**config.mk**
```make
export PLATFORM = sky130hd
export DESIGN_NAME = utf8_to_latin1_escaping_decoder
export DESIGN_NICKNAME = d
export VERILOG_FILES = /design/src/rtl/u8l1_pkg.sv /design/src/rtl/utf8_to_latin1_escaping_decoder.sv /design/src/rtl/u8l1_front.sv /design/src/rtl/u8l1_queue.sv /design/src/rtl/u8l1_back.sv
export SDC_FILE = /design/constraint.sdc
export NUM_CORES = 1
export LEC_CHECK = 0
export ABC_AREA = 1
export BUFFER_PORTS_ARGS = -buffer_cell sky130_fd_sc_hd__buf_2
export CORE_ASPECT_RATIO = 1.75
export CORE_UTILIZATION = 40
export DETAILED_ROUTE_END_ITERATION = 8
export PLACE_DENSITY_LB_ADDON = 0.12
export SLEW_MARGIN = 20
export SYNTH_ARGS = -nofsm -noshare
export SYNTH_HDL_FRONTEND = slang
export SYNTH_SLANG_ARGS = --single-unit
```
**constraint.sdc**
```tcl
create_clock -name i_clk -period 4.9 [get_ports i_clk]
set_input_delay 0.98 -clock i_clk [delete_from_list [all_inputs] [get_ports i_clk]]
set_output_delay 0.98 -clock i_clk [all_outputs]
set_load 0.005 [all_outputs]
```
**src/rtl/u8l1_pkg.sv**
```systemverilog
// ----------------------------------------------------------------------------
// u8l1_pkg
// Shared types, codes and helpers of the UTF-8 to Latin-1 escaping decoder.
// ----------------------------------------------------------------------------
package u8l1_pkg;

    // Longest UTF-8 sequence that is buffered, and default queue depth.
    localparam int C_SEQ_DEPTH   = 6;
    localparam int C_QUEUE_DEPTH = 2;

    // Configuration register indexes.
    localparam logic [0:0] CFG_QUOTE_DELIM = 1'b0;
    localparam logic [0:0] CFG_OUTPUT_MODE = 1'b1;

    // Command kinds handed from the front to the back.
    localparam logic [1:0] K_RAW   = 2'd0;  // copy data bytes as they are
    localparam logic [1:0] K_SHORT = 2'd1;  // backslash, then data byte 0
    localparam logic [1:0] K_HEX   = 2'd2;  // backslash-x-hex-hex per data byte

    // Characters used by the quoting and escaping logic.
    localparam logic [7:0] CH_BSLASH = 8'h5c;
    localparam logic [7:0] CH_X      = 8'h78;
    localparam logic [7:0] CH_DEL    = 8'h7f;
    localparam logic [7:0] CH_SPACE  = 8'h20;
    localparam logic [7:0] DELIM_OFF = 8'hff;

    typedef struct packed {
        logic [7:0] in_byte;
        logic       end_of_string;
    } t_in_item;

    typedef struct packed {
        logic [7:0] out_byte;
        logic       last_of_run;
    } t_out_item;

    typedef struct packed {
        logic signed [7:0] quote_delim;
        logic              output_mode;
    } t_cfg;

    // One command covers every output byte that a single input item causes.
    typedef struct packed {
        logic [1:0]                  kind;
        logic [2:0]                  cnt;
        logic [C_SEQ_DEPTH-1:0][7:0] data;
    } t_cmd;

    // Lowercase ASCII hex digit of a nibble.
    function automatic logic [7:0] hex_char(input logic [3:0] nib);
        logic [7:0] wide;
        wide = {4'h0, nib};
        return (nib < 4'd10) ? (8'h30 + wide) : (8'h57 + wide);
    endfunction

endpackage

```
**src/rtl/utf8_to_latin1_escaping_decoder.sv**
```systemverilog
// ----------------------------------------------------------------------------
// utf8_to_latin1_escaping_decoder
// UTF-8 to Latin-1 converting decoder with backslash escaping and quoting.
//
//   Channel   Direction  Handshake            Payload
//   input     in         i_valid / o_stall    i_item (in_byte, end_of_string)
//   output    out        o_valid / i_stall    o_item (out_byte, last_of_run)
//   config    in         i_cfg_we             i_cfg_index, i_cfg_wdata
//
// The front takes one input item per cycle while the command queue has room.
// The back end sends one output byte per cycle unless the output stalls: each
// hex escape is four bytes, and a broken six-byte sequence up to 24 bytes.
// Reset is synchronous and active low; there is no clearing pass.
// The queue and the output register let input and output stall separately.
// ----------------------------------------------------------------------------
module utf8_to_latin1_escaping_decoder
    import u8l1_pkg::*;
#(
    parameter int QUEUE_DEPTH = C_QUEUE_DEPTH
)
(
    input  logic       i_clk,
    input  logic       i_rst_n,
    input  logic       i_valid,
    output logic       o_stall,
    input  t_in_item   i_item,
    output logic       o_valid,
    input  logic       i_stall,
    output t_out_item  o_item,
    input  logic       i_cfg_we,
    input  logic [0:0] i_cfg_index,
    input  logic [7:0] i_cfg_wdata
);

    t_cfg r_cfg;
    logic q_full;
    logic q_push;
    logic q_pop;
    logic q_head_valid;
    t_cmd q_cmd;
    t_cmd q_head;

    // Configuration registers.
    always_ff @(posedge i_clk) begin
        if (!i_rst_n) begin
            r_cfg.quote_delim <= DELIM_OFF;
            r_cfg.output_mode <= 1'b0;
        end else if (i_cfg_we) begin
            case (i_cfg_index)
                CFG_QUOTE_DELIM: r_cfg.quote_delim <= i_cfg_wdata;
                CFG_OUTPUT_MODE: r_cfg.output_mode <= i_cfg_wdata[0];
                default: r_cfg <= r_cfg;
            endcase
        end
    end

    // Decode and classify.
    u8l1_front u_front (
        .i_clk    (i_clk),
        .i_rst_n  (i_rst_n),
        .i_cfg    (r_cfg),
        .i_valid  (i_valid),
        .o_stall  (o_stall),
        .i_item   (i_item),
        .i_q_full (q_full),
        .o_push   (q_push),
        .o_cmd    (q_cmd)
    );

    // Command queue.
    u8l1_queue #(
        .DEPTH (QUEUE_DEPTH)
    ) u_queue (
        .i_clk        (i_clk),
        .i_rst_n      (i_rst_n),
        .i_push       (q_push),
        .i_cmd        (q_cmd),
        .o_full       (q_full),
        .i_pop        (q_pop),
        .o_head_valid (q_head_valid),
        .o_head       (q_head)
    );

    // Output expansion.
    u8l1_back u_back (
        .i_clk        (i_clk),
        .i_rst_n      (i_rst_n),
        .i_head_valid (q_head_valid),
        .i_head       (q_head),
        .o_pop        (q_pop),
        .o_valid      (o_valid),
        .i_stall      (i_stall),
        .o_item       (o_item)
    );

endmodule

```
**src/rtl/u8l1_front.sv**
```systemverilog
// ----------------------------------------------------------------------------
// u8l1_front
// Accepts input bytes, tracks the UTF-8 decoder state and turns each item
// into at most one output command for the back end.
// ----------------------------------------------------------------------------
module u8l1_front
    import u8l1_pkg::*;
(
    input  logic     i_clk,
    input  logic     i_rst_n,
    input  t_cfg     i_cfg,
    input  logic     i_valid,
    output logic     o_stall,
    input  t_in_item i_item,
    input  logic     i_q_full,
    output logic     o_push,
    output t_cmd     o_cmd
);

    // Decoder state. The character value is kept as its low byte plus a
    // sticky flag for any higher bit, which is all the range check needs.
    logic [2:0] r_bytes_pending, n_bytes_pending;
    logic [2:0] r_seq_count,     n_seq_count;
    logic [7:0] r_char_low,      n_char_low;
    logic       r_char_high,     n_char_high;
    logic       r_resync,        n_resync;
    logic [7:0] r_seq_bytes [C_SEQ_DEPTH];

    logic       accept;
    logic [7:0] b;
    logic [7:0] delim_u;
    logic       quote_on;
    logic       needs_quote;
    logic       resync_ok;
    logic       is_cont;
    logic [2:0] slot;
    logic       seq_we;
    logic [2:0] seq_idx;
    logic [7:0] cont_low;
    logic       cont_high;
    logic [2:0] cnt_plus;

    assign accept  = i_valid && !i_q_full;
    assign o_stall = i_q_full;
    assign b       = i_item.in_byte;
    assign delim_u = i_cfg.quote_delim;

    // Classification of the incoming byte.
    assign quote_on    = (delim_u != DELIM_OFF);
    assign needs_quote = quote_on && ((b < CH_SPACE) || (b == CH_DEL) || (b == delim_u) ||
                                      ((delim_u != 8'h00) && (b == CH_BSLASH)));
    assign resync_ok   = !b[7] || ((b >= 8'hc0) && (b <= 8'hfd));
    assign is_cont     = (b[7:6] == 2'b10);
    assign slot        = (r_bytes_pending == 3'd0) ? 3'd0 : r_seq_count;
    assign cont_low    = {r_char_low[1:0], b[5:0]};
    assign cont_high   = r_char_high || (r_char_low[7:2] != 6'd0);
    assign cnt_plus    = r_seq_count + 3'd1;

    // Next state and command for the accepted byte.
    always_comb begin
        n_bytes_pending = r_bytes_pending;
        n_seq_count     = r_seq_count;
        n_char_low      = r_char_low;
        n_char_high     = r_char_high;
        n_resync        = r_resync;
        seq_we          = 1'b0;
        seq_idx         = r_seq_count;
        o_push          = 1'b0;
        o_cmd.kind      = K_HEX;
        o_cmd.cnt       = 3'd1;
        for (int i = 0; i < C_SEQ_DEPTH; i++) begin
            o_cmd.data[i] = (3'(i) < slot) ? r_seq_bytes[i] : b;
        end

        if (accept) begin
            if (r_resync && !resync_ok) begin
                o_push = 1'b1;
            end else begin
                n_resync = 1'b0;
                if (r_bytes_pending == 3'd0) begin
                    seq_idx = 3'd0;
                    if (!b[7]) begin
                        o_push = 1'b1;
                        if (needs_quote) begin
                            o_cmd.kind = K_SHORT;
                            case (b)
                                8'h0a: o_cmd.data[0] = 8'h6e;
                                8'h0d: o_cmd.data[0] = 8'h72;
                                8'h0c: o_cmd.data[0] = 8'h66;
                                8'h0b: o_cmd.data[0] = 8'h76;
                                8'h08: o_cmd.data[0] = 8'h62;
                                8'h00: o_cmd.data[0] = 8'h30;
                                default: o_cmd.kind = K_HEX;
                            endcase
                        end else begin
                            o_cmd.kind = K_RAW;
                        end
                    end else if (b[7:5] == 3'b110) begin
                        seq_we = 1'b1; n_bytes_pending = 3'd1; n_char_low = b & 8'h1f;
                    end else if (b[7:4] == 4'b1110) begin
                        seq_we = 1'b1; n_bytes_pending = 3'd2; n_char_low = b & 8'h0f;
                    end else if (b[7:3] == 5'b11110) begin
                        seq_we = 1'b1; n_bytes_pending = 3'd3; n_char_low = b & 8'h07;
                    end else if (b[7:2] == 6'b111110) begin
                        seq_we = 1'b1; n_bytes_pending = 3'd4; n_char_low = b & 8'h03;
                    end else if (b[7:1] == 7'b1111110) begin
                        seq_we = 1'b1; n_bytes_pending = 3'd5; n_char_low = b & 8'h01;
                    end else begin
                        o_push   = 1'b1;
                        n_resync = 1'b1;
                    end
                    if (seq_we) begin
                        n_char_high = 1'b0;
                        n_seq_count = 3'd1;
                    end
                end else if (!is_cont) begin
                    // Broken sequence: escape the buffered bytes and this one.
                    o_push          = 1'b1;
                    o_cmd.cnt       = cnt_plus;
                    n_bytes_pending = 3'd0;
                    n_seq_count     = 3'd0;
                    n_resync        = 1'b1;
                end else begin
                    seq_we          = 1'b1;
                    n_char_low      = cont_low;
                    n_char_high     = cont_high;
                    n_bytes_pending = r_bytes_pending - 3'd1;
                    n_seq_count     = cnt_plus;
                    if (r_bytes_pending == 3'd1) begin
                        // Sequence complete.
                        o_push      = 1'b1;
                        o_cmd.cnt   = cnt_plus;
                        n_seq_count = 3'd0;
                        if (i_cfg.output_mode) begin
                            o_cmd.kind = K_RAW;
                        end else if (!cont_high && cont_low[7]) begin
                            o_cmd.kind    = K_RAW;
                            o_cmd.cnt     = 3'd1;
                            o_cmd.data[0] = cont_low;
                        end
                    end
                end
            end

            if (i_item.end_of_string) begin
                n_bytes_pending = 3'd0;
                n_seq_count     = 3'd0;
                n_char_low      = 8'h00;
                n_char_high     = 1'b0;
                n_resync        = 1'b0;
            end
        end
    end

    // Decoder state registers.
    always_ff @(posedge i_clk) begin
        if (!i_rst_n) begin
            r_bytes_pending <= 3'd0;
            r_seq_count     <= 3'd0;
            r_char_low      <= 8'h00;
            r_char_high     <= 1'b0;
            r_resync        <= 1'b0;
        end else begin
            r_bytes_pending <= n_bytes_pending;
            r_seq_count     <= n_seq_count;
            r_char_low      <= n_char_low;
            r_char_high     <= n_char_high;
            r_resync        <= n_resync;
        end
    end

    // Sequence byte buffer; only entries below the count are ever read.
    always_ff @(posedge i_clk) begin
        if (seq_we) begin
            r_seq_bytes[seq_idx] <= b;
        end
    end

    // Resync is only ever raised with no sequence in progress.
    a_resync_idle: assert property (@(posedge i_clk) disable iff (!i_rst_n)
        r_resync |-> (r_bytes_pending == 3'd0))
        else $error("resync set while a sequence is pending");

    // A pending sequence always holds its lead byte.
    a_pending_count: assert property (@(posedge i_clk) disable iff (!i_rst_n)
        (r_bytes_pending != 3'd0) |-> (r_seq_count != 3'd0))
        else $error("pending sequence without buffered bytes");

    // Buffered plus still expected bytes never exceed the longest sequence.
    a_seq_bound: assert property (@(posedge i_clk) disable iff (!i_rst_n)
        ({1'b0, r_seq_count} + {1'b0, r_bytes_pending}) <= 4'(C_SEQ_DEPTH))
        else $error("sequence length out of range");

endmodule

```
**src/rtl/u8l1_queue.sv**
```systemverilog
// ----------------------------------------------------------------------------
// u8l1_queue
// Small command queue that decouples the front from the back end.
// ----------------------------------------------------------------------------
module u8l1_queue
    import u8l1_pkg::*;
#(
    parameter int DEPTH = C_QUEUE_DEPTH
)
(
    input  logic i_clk,
    input  logic i_rst_n,
    input  logic i_push,
    input  t_cmd i_cmd,
    output logic o_full,
    input  logic i_pop,
    output logic o_head_valid,
    output t_cmd o_head
);

    localparam int PTR_W = (DEPTH > 1) ? $clog2(DEPTH) : 1;
    localparam int CNT_W = $clog2(DEPTH + 1);

    t_cmd             r_mem [DEPTH];
    logic [PTR_W-1:0] r_wr_ptr, n_wr_ptr;
    logic [PTR_W-1:0] r_rd_ptr, n_rd_ptr;
    logic [CNT_W-1:0] r_count,  n_count;

    assign o_full       = (r_count == CNT_W'(DEPTH));
    assign o_head_valid = (r_count != '0);
    assign o_head       = r_mem[r_rd_ptr];

    // Pointer and fill count update.
    always_comb begin
        n_wr_ptr = r_wr_ptr;
        n_rd_ptr = r_rd_ptr;
        n_count  = r_count;
        if (i_push) begin
            n_wr_ptr = (r_wr_ptr == PTR_W'(DEPTH - 1)) ? '0 : r_wr_ptr + 1'b1;
        end
        if (i_pop) begin
            n_rd_ptr = (r_rd_ptr == PTR_W'(DEPTH - 1)) ? '0 : r_rd_ptr + 1'b1;
        end
        if (i_push && !i_pop) begin
            n_count = r_count + 1'b1;
        end else if (!i_push && i_pop) begin
            n_count = r_count - 1'b1;
        end
    end

    always_ff @(posedge i_clk) begin
        if (!i_rst_n) begin
            r_wr_ptr <= '0;
            r_rd_ptr <= '0;
            r_count  <= '0;
        end else begin
            r_wr_ptr <= n_wr_ptr;
            r_rd_ptr <= n_rd_ptr;
            r_count  <= n_count;
        end
    end

    // Entry storage.
    always_ff @(posedge i_clk) begin
        if (i_push) begin
            r_mem[r_wr_ptr] <= i_cmd;
        end
    end

    // No push into a full queue and no pop from an empty one.
    a_no_overflow: assert property (@(posedge i_clk) disable iff (!i_rst_n)
        (i_push && !i_pop) |-> !o_full)
        else $error("queue overflow");

    a_no_underflow: assert property (@(posedge i_clk) disable iff (!i_rst_n)
        i_pop |-> o_head_valid)
        else $error("queue underflow");

    // The fill count follows pushes and pops exactly.
    a_count_track: assert property (@(posedge i_clk) disable iff (!i_rst_n)
        ($past(i_rst_n) && $past(i_push) && !$past(i_pop)) |->
            (r_count == $past(r_count) + 1'b1))
        else $error("queue count lost a push");

endmodule

```
**src/rtl/u8l1_back.sv**
```systemverilog
// ----------------------------------------------------------------------------
// u8l1_back
// Expands the command at the queue head into output bytes, one per cycle while
// the output is not stalled, into a registered output stage.
// ----------------------------------------------------------------------------
module u8l1_back
    import u8l1_pkg::*;
(
    input  logic      i_clk,
    input  logic      i_rst_n,
    input  logic      i_head_valid,
    input  t_cmd      i_head,
    output logic      o_pop,
    output logic      o_valid,
    input  logic      i_stall,
    output t_out_item o_item
);

    logic [2:0] r_idx, n_idx;     // data byte within the command
    logic [1:0] r_ph,  n_ph;      // character within one escape
    logic       r_valid;
    t_out_item  r_out;

    logic       load;
    logic [7:0] cur;
    logic [7:0] byte_sel;
    logic       byte_done;
    logic       cmd_last;

    assign load    = i_head_valid && (!r_valid || !i_stall);
    assign cur     = i_head.data[r_idx];
    assign o_valid = r_valid;
    assign o_item  = r_out;

    // Pick the next output character of the current command.
    always_comb begin
        byte_sel  = cur;
        byte_done = 1'b1;
        case (i_head.kind)
            K_SHORT: begin
                byte_sel  = (r_ph == 2'd0) ? CH_BSLASH : cur;
                byte_done = (r_ph == 2'd1);
            end
            K_HEX: begin
                case (r_ph)
                    2'd0:    byte_sel = CH_BSLASH;
                    2'd1:    byte_sel = CH_X;
                    2'd2:    byte_sel = hex_char(cur[7:4]);
                    default: byte_sel = hex_char(cur[3:0]);
                endcase
                byte_done = (r_ph == 2'd3);
            end
            default: begin
                byte_sel  = cur;
                byte_done = 1'b1;
            end
        endcase
        cmd_last = byte_done && (r_idx == i_head.cnt - 3'd1);
    end

    // Position counters within the command.
    always_comb begin
        n_idx = r_idx;
        n_ph  = r_ph;
        o_pop = 1'b0;
        if (load) begin
            if (cmd_last) begin
                n_idx = 3'd0;
                n_ph  = 2'd0;
                o_pop = 1'b1;
            end else if (byte_done) begin
                n_idx = r_idx + 3'd1;
                n_ph  = 2'd0;
            end else begin
                n_ph  = r_ph + 2'd1;
            end
        end
    end

    always_ff @(posedge i_clk) begin
        if (!i_rst_n) begin
            r_idx   <= 3'd0;
            r_ph    <= 2'd0;
            r_valid <= 1'b0;
        end else begin
            r_idx <= n_idx;
            r_ph  <= n_ph;
            if (load) begin
                r_valid <= 1'b1;
            end else if (!i_stall) begin
                r_valid <= 1'b0;
            end
        end
    end

    // Output payload register.
    always_ff @(posedge i_clk) begin
        if (load) begin
            r_out.out_byte    <= byte_sel;
            r_out.last_of_run <= cmd_last;
        end
    end

    // The byte index stays inside the command's data.
    a_idx_range: assert property (@(posedge i_clk) disable iff (!i_rst_n)
        i_head_valid |-> (r_idx < i_head.cnt))
        else $error("byte index beyond command length");

    // A command that is partly sent stays at the queue head.
    a_mid_cmd: assert property (@(posedge i_clk) disable iff (!i_rst_n)
        ((r_ph != 2'd0) || (r_idx != 3'd0)) |-> i_head_valid)
        else $error("command left the queue while partly sent");

    // A short escape only ever uses its first data byte.
    a_short_idx: assert property (@(posedge i_clk) disable iff (!i_rst_n)
        (i_head_valid && (i_head.kind == K_SHORT)) |-> (r_idx == 3'd0))
        else $error("short escape beyond its first byte");

endmodule
```
# Word-level counts from Yosys, hierarchy flattened
# Memories as Yosys holds them, arrays and structs flattened. A register that Yosys moved wholly into a read port is not among the register bits.
# Index checks and enable logic that the tools add are counted.
[op_classes]
add_sub_neg = 13
n_mul = 0
div = 0
n_lt_le_gt_ge = 12
eq_ne = 28
n_shift = 0
mux = 118
bitwise_logic = 1
reduce_logical = 42
[ops]
columns = ["operator", "count"]
rows = [
  ["$mux W8", 29],
  ["$mux W3", 24],
  ["$pmux W8 S6", 1],
  ["$mux W1", 46],
  ["$eq A8 B4 Y1 const B", 5],
  ["$bmux W8 S3", 1],
  ["$pmux W8 S3", 1],
  ["$mux W2", 10],
  ["$mux W5", 4],
  ["$add A7 B4 Y8 const A", 2],
  ["$eq A8 B7 Y1 const B", 2],
  ["$pmux W8 S2", 1],
  ["$add A6 B4 Y7 const A", 2],
  ["$eq A2 B2 Y1 const B", 5],
  ["$logic_and A1 B1 Y1", 10],
  ["$eq A8 B8 Y1", 1],
  ["$ge A8 B8 Y1 const B", 1],
  ["$le A8 B8 Y1 const B", 1],
  ["$logic_not A1 Y1", 8],
  ["$logic_not A8 Y1", 1],
  ["$lt A4 B4 Y1 const B", 2],
  ["$lt A8 B6 Y1 const B", 1],
  ["$ne A8 B8 Y1 const B", 1],
  ["$reduce_and A2 Y1", 4],
  ["34 further kinds", 51],
]
[totals]
ff_bits = 44
latch_bits = 0
ram_bits = 154
mem_bits_ro = 0
in_bits = 23
out_inout_bits = 11
elab_cells = 231
n_memories = 2
[memory_table]
columns = ["name", "depth", "word_bits", "rd", "rd_clocked_by_memory_dff", "wr", "line_no", "rtl"]
rows = [
  ["u_queue.r_mem", 2, 53, 1, 1, 1, "u8l1_queue.sv:24", "t_cmd r_mem [DEPTH];"],
  ["u_front.r_seq_bytes", 6, 8, 6, 0, 1, "u8l1_front.sv:27", "logic [7:0] r_seq_bytes [C_SEQ_DEPTH];"],
]

# Depth between registers and ports, before layout
[logic_depth]
word_depth = 15
mapped_depth = 18
depth_no_buf = 16

# Hierarchy
# Synthesis repeated with hierarchy kept, for this count alone.
[hier_totals]
cells_unflattened = 1006
area_unflattened_um2 = 10102.2
[modules_own_cells]
columns = ["mod", "instances", "cells_each", "area_per_inst_um2", "seq_area_each_um2"]
rows = [
  ["u8l1_queue", 1, 200, 4306.6, 3283.1],
  ["u8l1_front", 1, 482, 3764.9, 1761.7],
  ["u8l1_back", 1, 281, 1684.1, 390.4],
  ["utf8_to_latin1_escaping_decoder", 1, 43, 346.6, 180.2],
]

# Least setup slack after synthesis
# No wires, ideal clock.
[synth_timing]
path_type = "input to register"
start = "in i_item[8] (netlist bit)"
end = "mem u_queue.r_mem[1][0] (netlist bit) (enable)"
setup_ns = 0.465
arrival_ns = 4.134
required_ns = 4.435
path_slack_ns = 0.300
path_stages = 9
path_buffers = 2
path_cell_list = "buf_4 inv_2 buf_6 nor2_4 nand2_1 nand2_1 a31oi_1 inv_1 nor2_1"
[synth_between]
elab_chain_cells = 12
[synth_rtl]
columns = ["element", "line_no", "rtl"]
rows = [
  ["from (decl)", "utf8_to_latin1_escaping_decoder.sv:26", "input t_in_item i_item,"],
  ["$eq A7 B7 Y1", "u8l1_front.sv:106", "end else if (b[7:1] == 7'b1111110) begin"],
  ["$mux W1", "u8l1_front.sv:106", ""],
  ["$mux W1", "u8l1_front.sv:104", "end else if (b[7:2] == 6'b111110) begin"],
  ["$mux W1", "u8l1_front.sv:102", "end else if (b[7:3] == 5'b11110) begin"],
  ["$mux W1", "u8l1_front.sv:100", "end else if (b[7:4] == 4'b1110) begin"],
  ["$mux W1", "u8l1_front.sv:98", "end else if (b[7:5] == 3'b110) begin"],
  ["$mux W1", "u8l1_front.sv:82", "if (!b[7]) begin"],
  ["$mux W1", "u8l1_front.sv:80", "if (r_bytes_pending == 3'd0) begin"],
  ["$mux W1 *", "u8l1_front.sv:76", "if (r_resync && !resync_ok) begin"],
  ["$mux W1 *", "u8l1_front.sv:75", "if (accept) begin"],
  ["named net q_push", "utf8_to_latin1_escaping_decoder.sv:37", "logic q_push;"],
  ["$mux W1 *", "u8l1_queue.sv:65", "if (i_push) begin"],
  ["$mux W1 (not written as such) *", "u8l1_queue.sv:66", "r_mem[r_wr_ptr] <= i_cmd;"],
  ["to (decl)", "u8l1_queue.sv:24", ""],
]
# Mark *: on every way through the listed nets, which the timed path passes. The rest lies on a longest branch.

# Worst setup path after layout
[layout_timing]
start = "in i_item[5] (netlist bit)"
end = "mem u_queue.r_mem[0][47] (netlist bit) (enable)"
# The elaborated chain is that of the path after synthesis.

==> results.cfg <==
[run_status]
outcome = finished, final reports clean

[timing]
clock.fmax_mhz = 316
hold_ws_ps = 466
final-setup-viol-count = 0
slew_violations = 0
relSlewSlack_pct = 25.0
fin_tns_setup_ps = 0
worstMarginPinSlew_ps = 1120
clock_skew_ps = 8.53
fin_crit_sh_pct = 64.6
timing.final.crit_period_ps = 3170
hold_viol_final = 0
rsz0062_at_grt = false
setup_slack_ps = 1730

[power_and_ir_drop]
ir_drop_v = 0.000248
power_w = 0.00446
power.density_mw_per_mm2 = 418
p_leak_nw = 4.09

[setup_path]
reg2reg_depth = 13
critPathRequiredTime_ps = 5040
cp-endpoint = u_queue.r_mem[0][47]
crit_chain = buf_2 -> nand2_2 -> nand3b_4 -> nand3_4 -> nand2_1 -> a31oi_1 -> inv_1 -> nor2_4 -> buf_4
cp-start-kind = input port
reg2reg_slack_ps = 1790
r2r-end = u_queue.r_count[1]
slowest_stage = nor2_4
criticalPathCategory = in -> reg
crit_fanout = 23
slowest_delay_ps = 540
crit_path_end_kind = register
crit_family = simple AND/OR/NAND/NOR gates
critPathArrivalTime_ps = 3300
startpoint = i_item[5]
path_buf_inv = 3
path_depth = 9

[clocking]
postCtsSetupRepairBufs = 0
clockBufferDepth = 2
cts_tree = done
cts_sinks = 199
clk_latency_ps = 450
cts_made_buffers = 17
root_buffer = clkbuf_16
path_clk_slew_ps = 70
ctsResizeCount = 0
cts_htree_levels = 4
hold_buffers = 0

[floorplanning]
io_pins = 34
start_util_pct = 41.1
core_mm2 = 0.0235
dieArea_mm2 = 0.0248
die_h_um = 208
die_w_um = 120
rows = 74

[place]
gp_congestion = 0.923
dp_worst_setup_slack_ps = 1200
dpl_cell_area_mm2 = 0.0101
place.detailed.hpwl_um = 18300
port_buffers = 33

[routing]
via_per_inst = 5.06
routed_wl_um = 24700
drtIter0Drc = 409
drt_pass1_iterations = 5
num_vias = 6836
post_drt_wl_per_cell_um = 18.3
drc_errors = 0
ant_nets = 0

[global_route]
antenna_found_initial = 0
grt_pass1_wl_um = 38600
grt_pass1_vias = 6940
overflow = 0
grt_use_total_pct = 21.1
grt_max_degree = 54

[finish]
multiInputGateArea_mm2 = 0.00344
fin_nets = 1072
syn_to_final_growth_pct = 10.3
diodes = 0
drive_gt1_share_pct = 12.0
nFillCells = 2313
stdcell_area_mm2 = 0.0107
seq_area_mm2 = 0.00562

[synthesis]
netlist_area_mm2 = 0.00967
yosys_register_bits = 199
yosys_warnings = 0
synthTopCellsByArea = edfxtp_1, nand2_1, dfxtp_1, nor2_1, inv_1
async_flop_share_pct = 0
synth_top_cell_by_area = edfxtp_1
synth_cells = 1003
mappedNetlistNets = 1042
seq_area_frac_synth_pct = 58.1
synthFlopType = edfxtp_1
synth_common_cells = nand2_1, edfxtp_1, nor2_1, inv_1, o21ai_0
avgSynthCellArea_um2 = 9.64
synth_edf_count = 163
synth_top_area_share_pct = 50.6
yosysMostFrequentCell = nand2_1
synth_cell_types = 50

[job]
drv_cap = 0

[hold_path]
min-delay-path-class = reg -> reg
[kinds of logic (layout without fill, tap and decap cells)]
logic type / count (synthesis) / in the layout / share of synthesized area [%]
DFF: 199 / 199 / 58.1
and+or+nand+nor: 444 / 444 / 21.8
xor gates and xnor gates: 9 / 9 / 0.815
adders and majority gates: 16 / 16 / 2.07
buffers and inverters: 149 / 192 / 6.58
AOI/OAI and AO/OA: 184 / 184 / 10.5
muxes: 2 / 2 / 0.246
[flip-flops by register name (all words and copies together), names as in the netlist, named ones only]
| register | cells |
|---|---|
| r_cfg | 9 |
| u_back.o_item | 9 |
| u_back.o_valid | 1 |
| u_back.r_idx | 3 |
| u_back.r_ph | 2 |
| u_front.r_bytes_pending | 3 |
| u_front.r_char_high | 1 |
| u_front.r_char_low | 8 |
| u_front.r_resync | 1 |
| u_front.r_seq_bytes | 48 |
| u_front.r_seq_count | 3 |
| u_queue.r_count | 2 |
| u_queue.r_mem | 106 |
| u_queue.r_rd_ptr | 1 |
| u_queue.r_wr_ptr | 1 |
[area by class of cell]
type,count,area share (%)
repair buffers,45,2.39
inverters,115,4.16
well taps,304,3.56
clock inverters,13,0.915
multi-input cells,655,32.3
flip-flops and latches,199,52.6
clock buffers,19,4.06
[stage by stage]
stage          utilization, %  instances
2_1_floorplan               -       1003
3_3_place_gp             43.1       1318
3_5_place_dp             43.1       1318
4_1_cts                  45.3       1350
5_1_grt                  45.4       1350
6_report                 45.4       1350
[power by group]
part	internal, W	leakage [nW]	switching [W]
clock network	0.000656	0.260	0.000640
logic	0.000317	2.04	0.000745
registers	0.00204	1.79	0.0000610
total	0.00302	4.09	0.00145
[layout by cell type (no fill, tap or decap), types with 13 or more instances in the layout]
cell type,n
nand2_1,205
edfxtp_1,163
nor2_1,102
inv_1,98
o21ai_0,70
nand3_1,68
a21oi_1,57
dfxtp_1,35
buf_2,33
nor3_1,18
clkbuf_16,17
ha_1,16
o21ai_1,14
o22ai_1,13
[worst register-to-register path, delay by kind of cell, from the launching register on]
kind                     cells  cell delay (ps)
buffers and inverters        3              650
flip-flops                   1              340
AO/OA/AOI/OAI                5              720
adder cells (fa/ha/maj)      2              770
AND/OR/NAND/NOR              3              500
[how the worst min path moves through the flow]
stage / from / to / slack (ps) / depth (start not counted)
6_report: u_front.r_char_low[5] / u_front.r_char_low[5] / 470 / 2
5_1_grt: u_front.r_char_high / u_front.r_char_high / 500 / 2
4_1_cts: u_front.r_char_low[5] / u_front.r_char_low[5] / 470 / 2
3_5_place_dp: u_front.r_char_low[5] / u_front.r_char_low[5] / 460 / 2
3_3_place_gp: u_front.r_char_low[5] / u_front.r_char_low[5] / 450 / 2
2_1_floorplan: u_front.r_char_high / u_front.r_char_high / 440 / 2
[per-layer routing]
metal / GRT usage, % / up-vias / part of all wire, %
li1: - / 3490 / -
met4: 11.9 / 0 / 5.1
met5: 0 / - / 0
met2: 39.5 / 116 / 55
met1: 21.2 / 3174 / 37
met3: 4.07 / 56 / 2.6
(Power assumes the default switching activity.)
